$ cat config.mk
export PLATFORM = sky130hd
export DESIGN_NAME = cpcr_div
export DESIGN_NICKNAME = d
export VERILOG_FILES = /design/src/sv/circle_pair_collision_response_assert.svh /design/src/sv/cpcr_pkg.sv /design/src/sv/cpcr_div.sv
export SDC_FILE = /design/constraint.sdc
export NUM_CORES = 2
export LEC_CHECK = 0
export CAP_MARGIN = 20
export CORE_MARGIN = 5
export CORE_UTILIZATION = 50
export CTS_CLUSTER_SIZE = 30
export DETAILED_ROUTE_END_ITERATION = 12
export DONT_BUFFER_PORTS = 1
export MAX_ROUTING_LAYER = met4
export PLACE_DENSITY = 0.65
export SLEW_MARGIN = 20
export SYNTH_ARGS = -nofsm -noshare
export SYNTH_HDL_FRONTEND = slang
export SYNTH_SLANG_ARGS = --single-unit
$ cat constraint.sdc
create_clock -name clk -period 11.6 [get_ports clk]
set_clock_uncertainty 0.15 [all_clocks]
set_input_delay 0.58 -clock clk [delete_from_list [all_inputs] [get_ports clk]]
set_output_delay 0.58 -clock clk [all_outputs]
set_load 0.005 [all_outputs]
$ cat src/sv/circle_pair_collision_response_assert.svh
// Assertion macros for the circle pair collision response block.
`ifndef CIRCLE_PAIR_COLLISION_RESPONSE_ASSERT_SVH
`define CIRCLE_PAIR_COLLISION_RESPONSE_ASSERT_SVH

`ifndef SYNTHESIS
`define CPCR_ASSERT_IMPLY(label, ante, cons, msg) \
    label: assert property (@(posedge clk) disable iff (!rst_n) (ante) |-> (cons)) \
        else $error(msg);
`define CPCR_ASSERT_NEXT(label, ante, cons, msg) \
    label: assert property (@(posedge clk) disable iff (!rst_n) (ante) |=> (cons)) \
        else $error(msg);
`else
`define CPCR_ASSERT_IMPLY(label, ante, cons, msg)
`define CPCR_ASSERT_NEXT(label, ante, cons, msg)
`endif

`endif

$ cat src/sv/cpcr_pkg.sv
package cpcr_pkg;

    localparam int COORD_W    = 32;
    localparam int MASS_W     = 24;
    localparam int RAD_W      = 16;
    localparam int NORM_FRAC  = 14;
    localparam int RS_W       = RAD_W + 1 + 8;
    localparam int DIFF_W     = COORD_W + 1;
    localparam int SAT_W      = 42;

    localparam int SQRT_IN_W  = 64;
    localparam int SQRT_OUT_W = 32;
    localparam int SQRT_LAT   = SQRT_OUT_W;

    localparam int DIV_NUM_W  = 58;
    localparam int DIV_DEN_W  = 33;
    localparam int DIV_QUO_W  = 26;
    localparam int DIV_LAT    = DIV_QUO_W + 1;

    localparam int TAIL_LEN   = 8;
    localparam int LATENCY    = 6 + SQRT_LAT + DIV_LAT + 9;

    localparam logic [36:0] VN_LIM = 37'd1 << COORD_W;

    localparam logic [1:0] ST_NONE       = 2'd0;
    localparam logic [1:0] ST_RESOLVED   = 2'd1;
    localparam logic [1:0] ST_COINCIDENT = 2'd2;

    typedef struct packed {
        logic signed [COORD_W-1:0] p1x;
        logic signed [COORD_W-1:0] p1y;
        logic signed [COORD_W-1:0] v1x;
        logic signed [COORD_W-1:0] v1y;
        logic signed [COORD_W-1:0] p2x;
        logic signed [COORD_W-1:0] p2y;
        logic signed [COORD_W-1:0] v2x;
        logic signed [COORD_W-1:0] v2y;
        logic [MASS_W-1:0]         m1;
        logic [MASS_W-1:0]         m2;
        logic [RS_W-1:0]           rs;
        logic signed [DIFF_W-1:0]  dvx;
        logic signed [DIFF_W-1:0]  dvy;
        logic [RS_W-1:0]           adx;
        logic [RS_W-1:0]           ady;
        logic                      sdx;
        logic                      sdy;
        logic                      hit;
        logic                      coin;
    } ctx_t;

    typedef struct packed {
        logic [14:0]        nxm;
        logic [14:0]        nym;
        logic signed [26:0] sx;
        logic signed [26:0] sy;
        logic [16:0]        k1;
        logic [16:0]        k2;
    } aux_t;

    function automatic logic signed [COORD_W-1:0] sat_coord(input logic signed [SAT_W-1:0] v);
        if (v > $signed(42'h0_7FFF_FFFF))
            return 32'h7FFF_FFFF;
        else if (v < $signed(42'h3FF_8000_0000))
            return 32'h8000_0000;
        else
            return v[COORD_W-1:0];
    endfunction

endpackage

$ cat src/sv/cpcr_div.sv
module cpcr_div (
    input  logic                                clk,
    input  logic [cpcr_pkg::DIV_NUM_W-1:0]      numer,
    input  logic [cpcr_pkg::DIV_DEN_W-1:0]      denom,
    output logic [cpcr_pkg::DIV_QUO_W:0]        quo
);

    logic [cpcr_pkg::DIV_NUM_W-1:0] rem_reg [cpcr_pkg::DIV_QUO_W];
    logic [cpcr_pkg::DIV_DEN_W-1:0] den_reg [cpcr_pkg::DIV_QUO_W];
    logic [cpcr_pkg::DIV_QUO_W-1:0] q_reg   [cpcr_pkg::DIV_QUO_W];
    logic [cpcr_pkg::DIV_QUO_W:0]   quo_reg;
    logic [cpcr_pkg::DIV_QUO_W:0]   quo_next;

    genvar i;
    for (i = 0; i < cpcr_pkg::DIV_QUO_W; i++)
    begin : g_stage
        localparam int B = cpcr_pkg::DIV_QUO_W - 1 - i;
        logic [cpcr_pkg::DIV_NUM_W-1:0] rem_in;
        logic [cpcr_pkg::DIV_DEN_W-1:0] den_in;
        logic [cpcr_pkg::DIV_QUO_W-1:0] q_in;
        logic [cpcr_pkg::DIV_NUM_W-1:0] sub;
        logic [cpcr_pkg::DIV_NUM_W-1:0] rem_next;
        logic [cpcr_pkg::DIV_QUO_W-1:0] q_next;

        if (i == 0)
        begin : g_first
            assign rem_in = numer;
            assign den_in = denom;
            assign q_in   = '0;
        end
        else
        begin : g_rest
            assign rem_in = rem_reg[i-1];
            assign den_in = den_reg[i-1];
            assign q_in   = q_reg[i-1];
        end

        assign sub = cpcr_pkg::DIV_NUM_W'(den_in) << B;

        always_comb
        begin
            if (rem_in >= sub)
            begin
                rem_next = rem_in - sub;
                q_next   = q_in | (cpcr_pkg::DIV_QUO_W'(1) << B);
            end
            else
            begin
                rem_next = rem_in;
                q_next   = q_in;
            end
        end

        always_ff @(posedge clk)
        begin
            rem_reg[i] <= rem_next;
            den_reg[i] <= den_in;
            q_reg[i]   <= q_next;
        end
    end

    // Round to nearest with ties away from zero.
    always_comb
    begin
        quo_next = {1'b0, q_reg[cpcr_pkg::DIV_QUO_W-1]};
        if ({rem_reg[cpcr_pkg::DIV_QUO_W-1], 1'b0}
                >= (cpcr_pkg::DIV_NUM_W+1)'(den_reg[cpcr_pkg::DIV_QUO_W-1]))
        begin
            quo_next = quo_next + (cpcr_pkg::DIV_QUO_W+1)'(1);
        end
    end

    always_ff @(posedge clk)
    begin
        quo_reg <= quo_next;
    end

    assign quo = quo_reg;

endmodule

# Yosys cells after proc, flatten, opt, wreduce, memory -nomap -nowiden
# Memories as Yosys holds them, arrays and structs flattened.
# Index checks and enable logic that the tools add are counted.
# op_classes
add_sub_neg	27
order_cmp	27
muxes	53
# op_table
operator	count
$mux W58	26
$ge A59 B33 Y1	1
$ge A58 B33 Y1	1
$ge A58 B34 Y1	1
$ge A58 B35 Y1	1
$ge A58 B36 Y1	1
$ge A58 B37 Y1	1
$ge A58 B38 Y1	1
$ge A58 B39 Y1	1
$ge A58 B40 Y1	1
$ge A58 B41 Y1	1
$ge A58 B42 Y1	1
$ge A58 B43 Y1	1
$ge A58 B44 Y1	1
$ge A58 B45 Y1	1
$ge A58 B46 Y1	1
$ge A58 B47 Y1	1
$ge A58 B48 Y1	1
$ge A58 B49 Y1	1
$ge A58 B50 Y1	1
$ge A58 B51 Y1	1
$ge A58 B52 Y1	1
$ge A58 B53 Y1	1
$ge A58 B54 Y1	1
other kinds (57)	58
# totals
ff_bits	27
ram_bits	3042
input_bits	92
output_inout_bits	27
word_cells	112
mem_count	3
# memory_table
name	words	word_bits	read_ports	rd_clocked_by_memory_dff	wr	line	source
rem_reg	26	58	26	0	26	cpcr_div.sv:8	logic [cpcr_pkg::DIV_NUM_W-1:0] rem_reg [cpcr_pkg::DIV_QUO_W];
den_reg	26	33	26	0	26	cpcr_div.sv:9	logic [cpcr_pkg::DIV_DEN_W-1:0] den_reg [cpcr_pkg::DIV_QUO_W];
q_reg	26	26	26	0	26	cpcr_div.sv:10	logic [cpcr_pkg::DIV_QUO_W-1:0] q_reg [cpcr_pkg::DIV_QUO_W];

# Depth between registers and ports, before layout
# An unclocked memory read counts as a cell.
# depth
ltp_word	3
ltp_mapped	17
mapped_depth_nobuf	15

# Worst setup path before layout
# OpenSTA, ideal clock, no wires.
# synth_path
path_kind	register -> register
from	mem rem_reg[1][65] (netlist name)
to	mem rem_reg[1][173] (netlist name)
setup_ps	118
arrival_time_ps	3515
required_ps	11332
setup_slack_ps	7817
stages_incl_launch_ff	16
path_buffers	0
synth_period_minus_slack_ps	3783
cell_sequence	dfxtp_1 > inv_1 > ha_1 > inv_1 > fa_1 > a211oi_1 > o21ai_0 > a221oi_1 > a211oi_1 > nand4_1 > a31oi_1 > a31o_2 > a311o_1 > nor3_1 > nand4_1 > xnor2_1
# synth_lines
item	line
start, declared	cpcr_div.sv:8

==> metrics.txt <==
status completed; Layout Area Growth over Synthesis 11.98%; Clock Tree Buf Depth 4; CP startpoint kind flop; largest family of logic cells by synthesized area compound AO/OA/AOI/OAI gates; Reg2Reg Setup Slack 6640 ps; antenna-violating nets left 0; asr flop ratio synth 0%; Remaining Overflow, GRT 0; TritonCTS clock tree built; CP max-delay cell a221oi_1; CP endpoint kind flop; Initial Utilization 50.22%; core region area 240500 µm²; GP Congestion 0.9765; DR vias/cell approximately 5.6; Worst-path clk slew 60 ps; largest net degree at the start of global routing 73; Detailed Place HPWL 264.2 mm; sw frac 38.49%; final hold vios 0; die area 251500 µm²; clock share of power a little under a quarter; RSZ-0062 raised after global routing no; Sequential Power Share 34.6%; Simple-Gate Fraction of Synth Area 14.27%; DP Area 124000 µm²; EDFF count, synth 0; combinational group share of total power between 40% and 50%; post-CTS setup buffers 0; PortBufs 0; Psw 16.02 mW; worst-path fanout max 5; syn avg cell area approximately 9.2 µm²; Fin Hold WS 48.45 ps; DRT iter0 DRCs 6943; CP max stage delay 680 ps; Total Power 41.61 mW; max_cap viols 0; share of cells above drive strength 1 5.943%; adder-cell area share of the yosys netlist 9.659%; reg-to-reg critical path endpoint rem_reg[1][173]; mux contribution to synthesized area 1.485%; Data required, critical path around 12000 ps; H-Tree Depth 5; Ys Warns 0; worst setup path class reg2reg; Final Non-Filler Cells 16710; Pint 25.59 mW; Pleak 59.81 nW; worst path cell trace ha_1 -> inv_1 -> fa_1 -> a211oi_1 -> o21ai_0 -> a221oi_1 -> a211oi_1 -> nand4_1 -> a31oi_1 -> a31o_2 -> a311o_1 -> nor3_1 -> nand4_1 -> xnor2_1; Place WS 6678 ps; Synth Register Bits 2744; CTS Buf Count 307; Finished Cell Area 135300 µm²; Skew-Pair Late Insertion Delay about 930 ps; Worst Max-Slew Pin Slew 1113 ps; root buf cell clkbuf_16; Pwr per Cell Area 307.6 nW/µm²; final setup fails 0; Main synth FF type dfxtp_1; syn_nets 14190; Synth Area in Compound Gates 16.56%; final core occ 56.24%; top-level I/O count 119; via count between 90000 and 100k; xor/xnor cell area share of the yosys netlist 7.946%; Fmax achieved 0.2015 GHz; Synth cell types 96; placed insts 16070; setup TNS 0 ps; first-pass GRT wire length 521.2 mm; Tmin final between 4000 and 5000 ps; vias in the first global route about 92000; Seq/Total Area, Yosys between 40% and 50%; Detailed Route WL approximately 340 mm; FF-to-FF Start den_reg[1][33]; initial antenna violation count 16; clock sinks 2744; max reg flops around 1500; Arr. time, crit path 5590 ps; Critical Path Start den_reg[1][33]; num rows 180; DRC errors left 0; Die Wd 501.5 µm; Slew HR 23.87%; mapped cell area 120800 µm²; gr usage total between 20% and 30%; end point of the critical path rem_reg[1][173]; Cells after Synth about 13000; count of pins over their slew limit 0; r2r worst-path depth 14; Worst Hold Class in2reg; first drt pass iteration count 6; Final Cycle Share 42.79%; Worst Slack Setup Final 6636 ps; NumNets Final 14300; WL/cell 20.10 µm; Max IR drop VDD 0.2045 mV; die height 501.5 µm
-- power groups by stage --
stage / registers [mW] / logic, mW / clock network (mW)
after floorplan: 13.5 / 13.4 / 0
after global placement: 14.5 / 16.9 / 0
after detailed placement: 14.5 / 17.1 / 0
after CTS: 14.4 / 17.3 / 9.98
after global routing: 14.6 / 19.4 / 10.4
final: 14.4 / 17.4 / 9.76
-- cell type report --
cell class / instances / area [µm²]
antenna: 9 / 22.52
clock buffer: 399 / 8543
clock inverter: 129 / 1707
fill: 21360 / 105300
inverter: 1147 / 4305
multi-input combinational: 8958 / 60530
sequential: 2744 / 54930
tap: 3185 / 3985
timing repair buffer: 134 / 1246
-- timing repair --
action                     in CTS  in global routing
setup endpoints to repair       0                  0
hold buffers                   96                  0
hold endpoints to repair       91                  0
gates resized for setup         0                  0
-- routing by layer --
layer	GRT usage [%]	wire length [µm]
met5	-	0
met2	42.93	152000
met4	10.44	14540
met1	34.95	155000
met3	2.788	14200
-- synth_stat cells, types with 208 or more instances --
library cell | count | share of area [%]
a21oi_1 | 1055 | 4.4
nor2_1 | 862 | 2.7
clkbuf_1 | 280 | 0.87
ha_1 | 891 | 9.2
xnor2_1 | 651 | 4.7
nand4_1 | 208 | 1.1
xor2_1 | 445 | 3.2
nor3_1 | 236 | 0.98
o21ai_0 | 835 | 3.5
nand2_1 | 1043 | 3.2
dfxtp_1 | 2744 | 45
nand3_1 | 243 | 1.0
a21o_1 | 482 | 3.0
inv_1 | 1142 | 3.5
-- worst max-delay path: cells and delay by family (launching register included) --
family / cells / cell delay, ps
AOI/OAI and AO/OA: 7 / 2500
and+or+nand+nor: 3 / 990
adders and majority gates: 2 / 600
DFF: 1 / 350
buffers and inverters: 1 / 50
xor gates and xnor gates: 1 / 160
-- layout by cell type, fill, tap and decap left out, drive strengths merged, types with 34 or more instances in the layout --
cell            n
dlygate4sd3    96
a31oi         111
mux2          154
o21ai         841
clkbuf        399
a21o          482
or4            51
nor2          862
a21oi        1055
and3           90
bufinv         35
nand2        1043
inv          1156
xnor2         651
dfxtp        2744
nand2b        150
a211oi         71
a211o          34
clkinv         62
ha            891
nand4         208
a21boi         34
and2           49
xor2          445
or3            83
o21bai        125
nor2b         132
o21a           94
or2            41
nor3          241
nand3         243
o31ai          68
nor4          188
o211ai         62
buf            38
-- worst min-delay path by stage --
stage,start,end,slack (ps),cells after the start
global route,numer[0],rem_reg[0][0],20,1
floorplan,q_reg[0][75],q_reg[0][101],160,0
detailed placement,q_reg[0][306],q_reg[0][332],160,0
global placement,q_reg[0][253],q_reg[0][279],160,0
finish,denom[31],rem_reg[0][56],50,5
CTS,denom[4],rem_reg[0][30],0.04,5
-- kinds of logic after synthesis --
group / after synthesis
buffers and inverters: 1474
flip-flops: 2744
multiplexers: 160
XOR/XNOR: 1096
adder cells (fa/ha/maj): 917
AND/OR/NAND/NOR: 3535
AO/OA/AOI/OAI: 3250
(Power assumes the default switching activity.)
