$ cat src/sv/circle_pair_collision_response_assert.svh
// Assertion macros for the circle pair collision response block.
`ifndef CIRCLE_PAIR_COLLISION_RESPONSE_ASSERT_SVH
`define CIRCLE_PAIR_COLLISION_RESPONSE_ASSERT_SVH

`ifndef SYNTHESIS
`define CPCR_ASSERT_IMPLY(label, ante, cons, msg) \
    label: assert property (@(posedge clk) disable iff (!rst_n) (ante) |-> (cons)) \
        else $error(msg);
`define CPCR_ASSERT_NEXT(label, ante, cons, msg) \
    label: assert property (@(posedge clk) disable iff (!rst_n) (ante) |=> (cons)) \
        else $error(msg);
`else
`define CPCR_ASSERT_IMPLY(label, ante, cons, msg)
`define CPCR_ASSERT_NEXT(label, ante, cons, msg)
`endif

`endif

$ cat src/sv/cpcr_pkg.sv
package cpcr_pkg;

    localparam int COORD_W    = 32;
    localparam int MASS_W     = 24;
    localparam int RAD_W      = 16;
    localparam int NORM_FRAC  = 14;
    localparam int RS_W       = RAD_W + 1 + 8;
    localparam int DIFF_W     = COORD_W + 1;
    localparam int SAT_W      = 42;

    localparam int SQRT_IN_W  = 64;
    localparam int SQRT_OUT_W = 32;
    localparam int SQRT_LAT   = SQRT_OUT_W;

    localparam int DIV_NUM_W  = 58;
    localparam int DIV_DEN_W  = 33;
    localparam int DIV_QUO_W  = 26;
    localparam int DIV_LAT    = DIV_QUO_W + 1;

    localparam int TAIL_LEN   = 8;
    localparam int LATENCY    = 6 + SQRT_LAT + DIV_LAT + 9;

    localparam logic [36:0] VN_LIM = 37'd1 << COORD_W;

    localparam logic [1:0] ST_NONE       = 2'd0;
    localparam logic [1:0] ST_RESOLVED   = 2'd1;
    localparam logic [1:0] ST_COINCIDENT = 2'd2;

    typedef struct packed {
        logic signed [COORD_W-1:0] p1x;
        logic signed [COORD_W-1:0] p1y;
        logic signed [COORD_W-1:0] v1x;
        logic signed [COORD_W-1:0] v1y;
        logic signed [COORD_W-1:0] p2x;
        logic signed [COORD_W-1:0] p2y;
        logic signed [COORD_W-1:0] v2x;
        logic signed [COORD_W-1:0] v2y;
        logic [MASS_W-1:0]         m1;
        logic [MASS_W-1:0]         m2;
        logic [RS_W-1:0]           rs;
        logic signed [DIFF_W-1:0]  dvx;
        logic signed [DIFF_W-1:0]  dvy;
        logic [RS_W-1:0]           adx;
        logic [RS_W-1:0]           ady;
        logic                      sdx;
        logic                      sdy;
        logic                      hit;
        logic                      coin;
    } ctx_t;

    typedef struct packed {
        logic [14:0]        nxm;
        logic [14:0]        nym;
        logic signed [26:0] sx;
        logic signed [26:0] sy;
        logic [16:0]        k1;
        logic [16:0]        k2;
    } aux_t;

    function automatic logic signed [COORD_W-1:0] sat_coord(input logic signed [SAT_W-1:0] v);
        if (v > $signed(42'h0_7FFF_FFFF))
            return 32'h7FFF_FFFF;
        else if (v < $signed(42'h3FF_8000_0000))
            return 32'h8000_0000;
        else
            return v[COORD_W-1:0];
    endfunction

endpackage

$ cat src/sv/cpcr_sqrt.sv
module cpcr_sqrt (
    input  logic                                clk,
    input  logic [cpcr_pkg::SQRT_IN_W-1:0]      radicand,
    output logic [cpcr_pkg::SQRT_OUT_W-1:0]     root
);

    logic [cpcr_pkg::SQRT_IN_W-1:0]  rem_reg [cpcr_pkg::SQRT_OUT_W];
    logic [cpcr_pkg::SQRT_OUT_W-1:0] q_reg   [cpcr_pkg::SQRT_OUT_W];

    genvar i;
    for (i = 0; i < cpcr_pkg::SQRT_OUT_W; i++)
    begin : g_stage
        localparam int K = cpcr_pkg::SQRT_OUT_W - 1 - i;
        logic [cpcr_pkg::SQRT_IN_W-1:0]  rem_in;
        logic [cpcr_pkg::SQRT_OUT_W-1:0] q_in;
        logic [cpcr_pkg::SQRT_IN_W:0]    trial;
        logic [cpcr_pkg::SQRT_IN_W-1:0]  rem_next;
        logic [cpcr_pkg::SQRT_OUT_W-1:0] q_next;

        if (i == 0)
        begin : g_first
            assign rem_in = radicand;
            assign q_in   = '0;
        end
        else
        begin : g_rest
            assign rem_in = rem_reg[i-1];
            assign q_in   = q_reg[i-1];
        end

        // Trial subtrahend is 2*q*2^K + 2^(2K) for the root bit at position K.
        assign trial = ((cpcr_pkg::SQRT_IN_W+1)'(q_in) << (K + 1))
                     | ((cpcr_pkg::SQRT_IN_W+1)'(1) << (2 * K));

        always_comb
        begin
            if ({1'b0, rem_in} >= trial)
            begin
                rem_next = rem_in - trial[cpcr_pkg::SQRT_IN_W-1:0];
                q_next   = q_in | (cpcr_pkg::SQRT_OUT_W'(1) << K);
            end
            else
            begin
                rem_next = rem_in;
                q_next   = q_in;
            end
        end

        always_ff @(posedge clk)
        begin
            rem_reg[i] <= rem_next;
            q_reg[i]   <= q_next;
        end
    end

    assign root = q_reg[cpcr_pkg::SQRT_OUT_W-1];

endmodule

$ cat config.mk
export PLATFORM = sky130hd
export DESIGN_NAME = cpcr_sqrt
export DESIGN_NICKNAME = d
export VERILOG_FILES = /design/src/sv/circle_pair_collision_response_assert.svh /design/src/sv/cpcr_pkg.sv /design/src/sv/cpcr_sqrt.sv
export SDC_FILE = /design/constraint.sdc
export NUM_CORES = 2
export LEC_CHECK = 0
export BUFFER_PORTS_ARGS = -buffer_cell sky130_fd_sc_hd__buf_2
export CORE_MARGIN = 8
export CORE_UTILIZATION = 40
export CTS_CLUSTER_DIAMETER = 120
export CTS_CLUSTER_SIZE = 28
export DETAILED_ROUTE_END_ITERATION = 7
export PLACE_DENSITY = 0.66
export SLEW_MARGIN = 20
export SYNTH_ARGS = -nofsm -noshare
export SYNTH_HDL_FRONTEND = slang
export SYNTH_SLANG_ARGS = --single-unit
$ cat constraint.sdc
create_clock -name clk -period 3.9 [get_ports clk]
set_input_delay 0.39 -clock clk [delete_from_list [all_inputs] [get_ports clk]]
set_output_delay 0.39 -clock clk [all_outputs]
set_load 0.01 [all_outputs]
# Word level (Yosys, flattened, before mapping)
# Memory sizes are Yosys's and may differ from the RTL's.
# Cells that the tools add are included.
[word_totals]
register_bits = 0
ramBits = 3072
inputBits = 65
output_inout_bits = 32
wordCells = 130
mem_count = 2
[classes]
addsub = 32
n_lt_le_gt_ge = 32
mux = 64
[mem_list]
columns = ["memory", "depth", "word_bits", "rd", "rd_clocked_by_memory_dff", "write_ports", "line_no", "text"]
rows = [
  ["rem_reg", 32, 64, 31, 0, 32, "cpcr_sqrt.sv:7", "logic [cpcr_pkg::SQRT_IN_W-1:0] rem_reg [cpcr_pkg::SQRT_OUT_W];"],
  ["q_reg", 32, 32, 32, 0, 32, "cpcr_sqrt.sv:8", "logic [cpcr_pkg::SQRT_OUT_W-1:0] q_reg [cpcr_pkg::SQRT_OUT_W];"],
]
[ops]
columns = ["operator", "n"]
rows = [
  ["$mux 64", 32],
  ["$ge 64x33->1", 1],
  ["$ge 64x34->1", 1],
  ["$ge 64x35->1", 1],
  ["$ge 64x36->1", 1],
  ["$ge 64x37->1", 1],
  ["$ge 64x38->1", 1],
  ["$ge 64x39->1", 1],
  ["$ge 64x40->1", 1],
  ["$ge 64x41->1", 1],
  ["$ge 64x42->1", 1],
  ["$ge 64x43->1", 1],
  ["$ge 64x44->1", 1],
  ["$ge 64x45->1", 1],
  ["$ge 64x46->1", 1],
  ["$ge 64x47->1", 1],
  ["$ge 64x48->1", 1],
  ["$ge 64x49->1", 1],
  ["$ge 64x50->1", 1],
  ["$ge 64x51->1", 1],
  ["$ge 64x52->1", 1],
  ["$ge 64x53->1", 1],
  ["$ge 64x54->1", 1],
  ["$ge 64x55->1", 1],
  ["other kinds (73)", 73],
]

# Logic depth before layout (Yosys ltp)
# An unclocked memory read counts as a cell.
[depth]
word_depth = 3
depth_mapped = 16
mapped_depth_nobuf = 13

# Worst setup path after synthesis
# No wires, ideal clock.
[synth_timing]
kind = "register to register"
startpoint = "memory q_reg[1][317] (netlist bit)"
endpoint = "memory rem_reg[13][60] (netlist bit)"
setup_ns = 0.118
t_arrival_ns = 3.297
t_required_ns = 3.782
path_slack_ns = 0.484
path_stages_with_launch = 16
path_buffers = 2
synth_period_minus_slack_ns = 3.416
path_cell_list = "dfxtp_1 > inv_1 > ha_1 > clkbuf_1 > nand4_1 > or4_1 > nor4_1 > nor3_1 > o2111a_1 > or2_2 > clkbuf_1 > inv_1 > nand2_1 > nor4b_1 > nand4b_1 > xnor2_1"
[synth_rtl]
columns = ["item", "line_no"]
rows = [
  ["from (decl)", "cpcr_sqrt.sv:8"],
  ["to (decl)", "cpcr_sqrt.sv:7"],
]

==> impl_metrics.toml <==
[status]
outcome = "finished, violations left"
violations = "design-rule violations"

[floorplanning]
initial_core_util = 0.401
die_area_um2 = 253000
ios = 97
dieWidth_um = 503
rows = 179
die_height_um = 503
core_um2 = 237000

[timing]
post-route-period-util = 0.990
setup_ws_ns = 0.0387
fin_tns_setup_ns = 0
slew_violations = 0
worst_slew_pin_slew_ns = 0.979
finClkSkew_ns = 0.0777
finalCriticalPeriod_ns = 3.86
setup_viol = 0
relSlewSlack = 0.342
finalHoldViolCount = 0
fmax_mhz = 259
whs_ns = 0.184

[logic_synthesis]
syn_nets = 10195
muxShareOfSynthArea = 0.0111
synth_compound_area_frac = 0.119
synth_area_leaders = "dfxtp_1 53%, ha_1 7.4%, xnor2_1 4.1%, xor2_1 4.0%, a21oi_1 3.6%"
yosys.area.top_type = "dfxtp_1"
synth_top_family_by_area = "simple AND/OR/NAND/NOR gates"
synthAdderAreaFrac = 0.0735
syn-cell-area_um2 = 94900
yosys.area.top_type_share = 0.530
synth-xor-area-share = 0.0813
synth_edf_count = 0
synth_flop_cell = "dfxtp_1"
ys_seq_area_frac = 0.530
synth_warnings = 0
avgSynthCellArea_um2 = 9.92
syn_inst = 9572
yosysUniqueCellTypes = 82
synthSimpleGateAreaFrac = 0.149
async_flop_share = 0
ys_ff_latch = 2512

[critical_path]
r2r_slack_ns = 0.04
required_ns = 4.57
critPathTopFamily = "compound AO/OA/AOI/OAI gates"
max_stage_delay_ns = 0.55
cp-start-kind = "register"
cp.depth = 12
critPathBufInv = 2
reg2reg_depth = 12
arrival_ns = 4.53
rr_startpoint = "q_reg[1][361]"
path_class = "reg2reg"
worst_setup_path_end_kind = "register"
crit_path_top_delay_cell = "a221oi_1"
crit_path_max_fanout = 5
r2r-end = "rem_reg[14][34]"
path_cells = "inv_1, ha_1, buf_4, a211oi_1, a31oi_1, o21ai_0, a21oi_1, a221oi_1, o21ai_0, a221oi_1, xor2_1, a21oi_1"

[global_routing]
antenna_found_initial = 2
grt_pass1_vias = 69744
grt_max_degree = 60
grt_overflow_total = 0
grt_pass1_wl_um = 382000
grt_usage = 0.188

[clocking]
clk-insertion-delay-late_ns = 0.80
cts_buffers = 100
ctsLongestPathBuffers = 3
post-cts-setup-buffer-count = 0
root_buffer = "clkbuf_16"
cts_max_level = 3
numClockSinks = 2512
cts_tree = "built"
clk_pin_slew_ns = 0.11

[placed_design]
gp_congestion = 0.971
portBuffers = 96
dpl_cell_area_um2 = 100000
dpl_worst_slack_ns = -0.283
placed_cells = 12859
dp.final_hpwl_um = 197000

[min_path]
hold_path_class = "in2reg"
hold_depth = 2
hold_start = "radicand[45]"
min_to = "rem_reg[0][45]"

[power_and_ir_drop]
p_total_mw = 69.1
peakVddDrop_uv = 477
p_leak_nw = 47.5
power_density_nw_per_um2 = 664

[drt]
postRouteAntennaNets = 0
drtIter0Drc = 4092
vias = 67918
drt-pass1-iter-count = 8
avgRoutedWirePerCell_um = 18.9
totalWireLength_um = 246000
drt_drc_violations_left = 12
vias_per_cell = 5.21

[final_layout]
fin_util = 0.439
fin_area_um2 = 104000
drive_above_1_share = 0.0633
layout.nets = 10482
largest_reg_flops = 1984
fillers = 22372
final_cell_count_no_fill = 13039
area_delta_synth_final_pct = 9.60

[flow_run]
cap_violations = 0
logic make-up (layout without fill, tap and decap cells):
group | Yosys count | after routing
and+or+nand+nor | 2775 | 2775
xor gates and xnor gates | 881 | 881
buffers and inverters | 906 | 1201
adders and majority gates | 558 | 558
other | 0 | 5
AOI/OAI and AO/OA | 1846 | 1846
muxes | 94 | 94
DFF | 2512 | 2512
repair_timing:
item,in CTS,in global routing
pin swaps,0,4
gates cloned,0,0
setup endpoints to repair,27,69
hold buffers,65,0
gates resized for setup,7,28
hold endpoints to repair,65,0
placed cells by master (no fill, tap or decap), drive strengths merged, types with 76 or more instances in the layout:
cell / n
nor3: 253
nand4: 154
a21oi: 677
nand2b: 103
xnor2: 442
inv: 707
dfxtp: 2512
clkbuf: 101
buf: 319
ha: 558
o21a: 97
xor2: 439
nand3: 141
o21ai: 424
nor4: 341
a21o: 233
nand2: 555
nor2: 711
nor2b: 76
or3: 93
mux2: 90
how the worst max path moves through the flow:
stage / start / end / slack [ns]
floorplan: q_reg[1][317] / rem_reg[13][60] / 0.48
global placement: q_reg[1][178] / rem_reg[11][55] / -0.21
detailed placement: q_reg[1][339] / rem_reg[13][116] / -0.28
CTS: q_reg[1][343] / rem_reg[13][121] / 0.05
global route: q_reg[1][361] / rem_reg[14][34] / -0.05
finish: q_reg[1][361] / rem_reg[14][34] / 0.04
where the power goes:
part | total (mW) | switching, mW | internal (mW)
clock | 12.5 | 7.74 | 4.74
combinational | 20.1 | 11.1 | 9.01
sequential | 36.4 | 4.99 | 31.5
total | 69.1 | 23.9 | 45.2
synth_stat cells (all sizes together), types with 32 or more instances:
| master | count |
|---|---|
| a211oi | 48 |
| a21o | 233 |
| a21oi | 677 |
| a31oi | 56 |
| and3 | 46 |
| clkbuf | 168 |
| dfxtp | 2512 |
| ha | 558 |
| inv | 707 |
| mux2 | 90 |
| nand2 | 555 |
| nand2b | 103 |
| nand3 | 141 |
| nand3b | 32 |
| nand4 | 154 |
| nor2 | 711 |
| nor2b | 76 |
| nor3 | 253 |
| nor4 | 341 |
| nor4b | 52 |
| o211ai | 33 |
| o21a | 97 |
| o21ai | 424 |
| o21bai | 61 |
| or2 | 47 |
| or3 | 93 |
| or4 | 58 |
| xnor2 | 442 |
| xor2 | 439 |
routing by layer:
| metal | routed length, um | vias up | global-route usage |
|---|---|---|---|
| met5 | 0 | - | 0 |
| met4 | 16700 | 0 | 0.105 |
| met3 | 7180 | 598 | 0.0202 |
| met1 | 89900 | 32216 | 0.185 |
| li1 | - | 33595 | - |
| met2 | 132000 | 1509 | 0.377 |
worst register-to-register path, delay by kind of cell, from the launching register on:
family,cells,cell delay (ns)
XOR/XNOR,1,0.18
flip-flops,1,0.37
AO/OA/AOI/OAI,8,2.70
buffers and inverters,2,0.21
adder cells (fa/ha/maj),1,0.28
cell type report:
type                       count  area, um^2  share of cell area
inverter                     707        2650              0.0255
clock inverter                 9         256             0.00247
tap                         3167        3960              0.0381
clock buffer                 101        2520              0.0242
antenna                        5        12.5            0.000120
sequential                  2512       50300               0.483
timing repair buffer         384        2900              0.0278
multi-input combinational   6154       41500               0.399
Note: power is estimated with default switching activity, not from simulation.
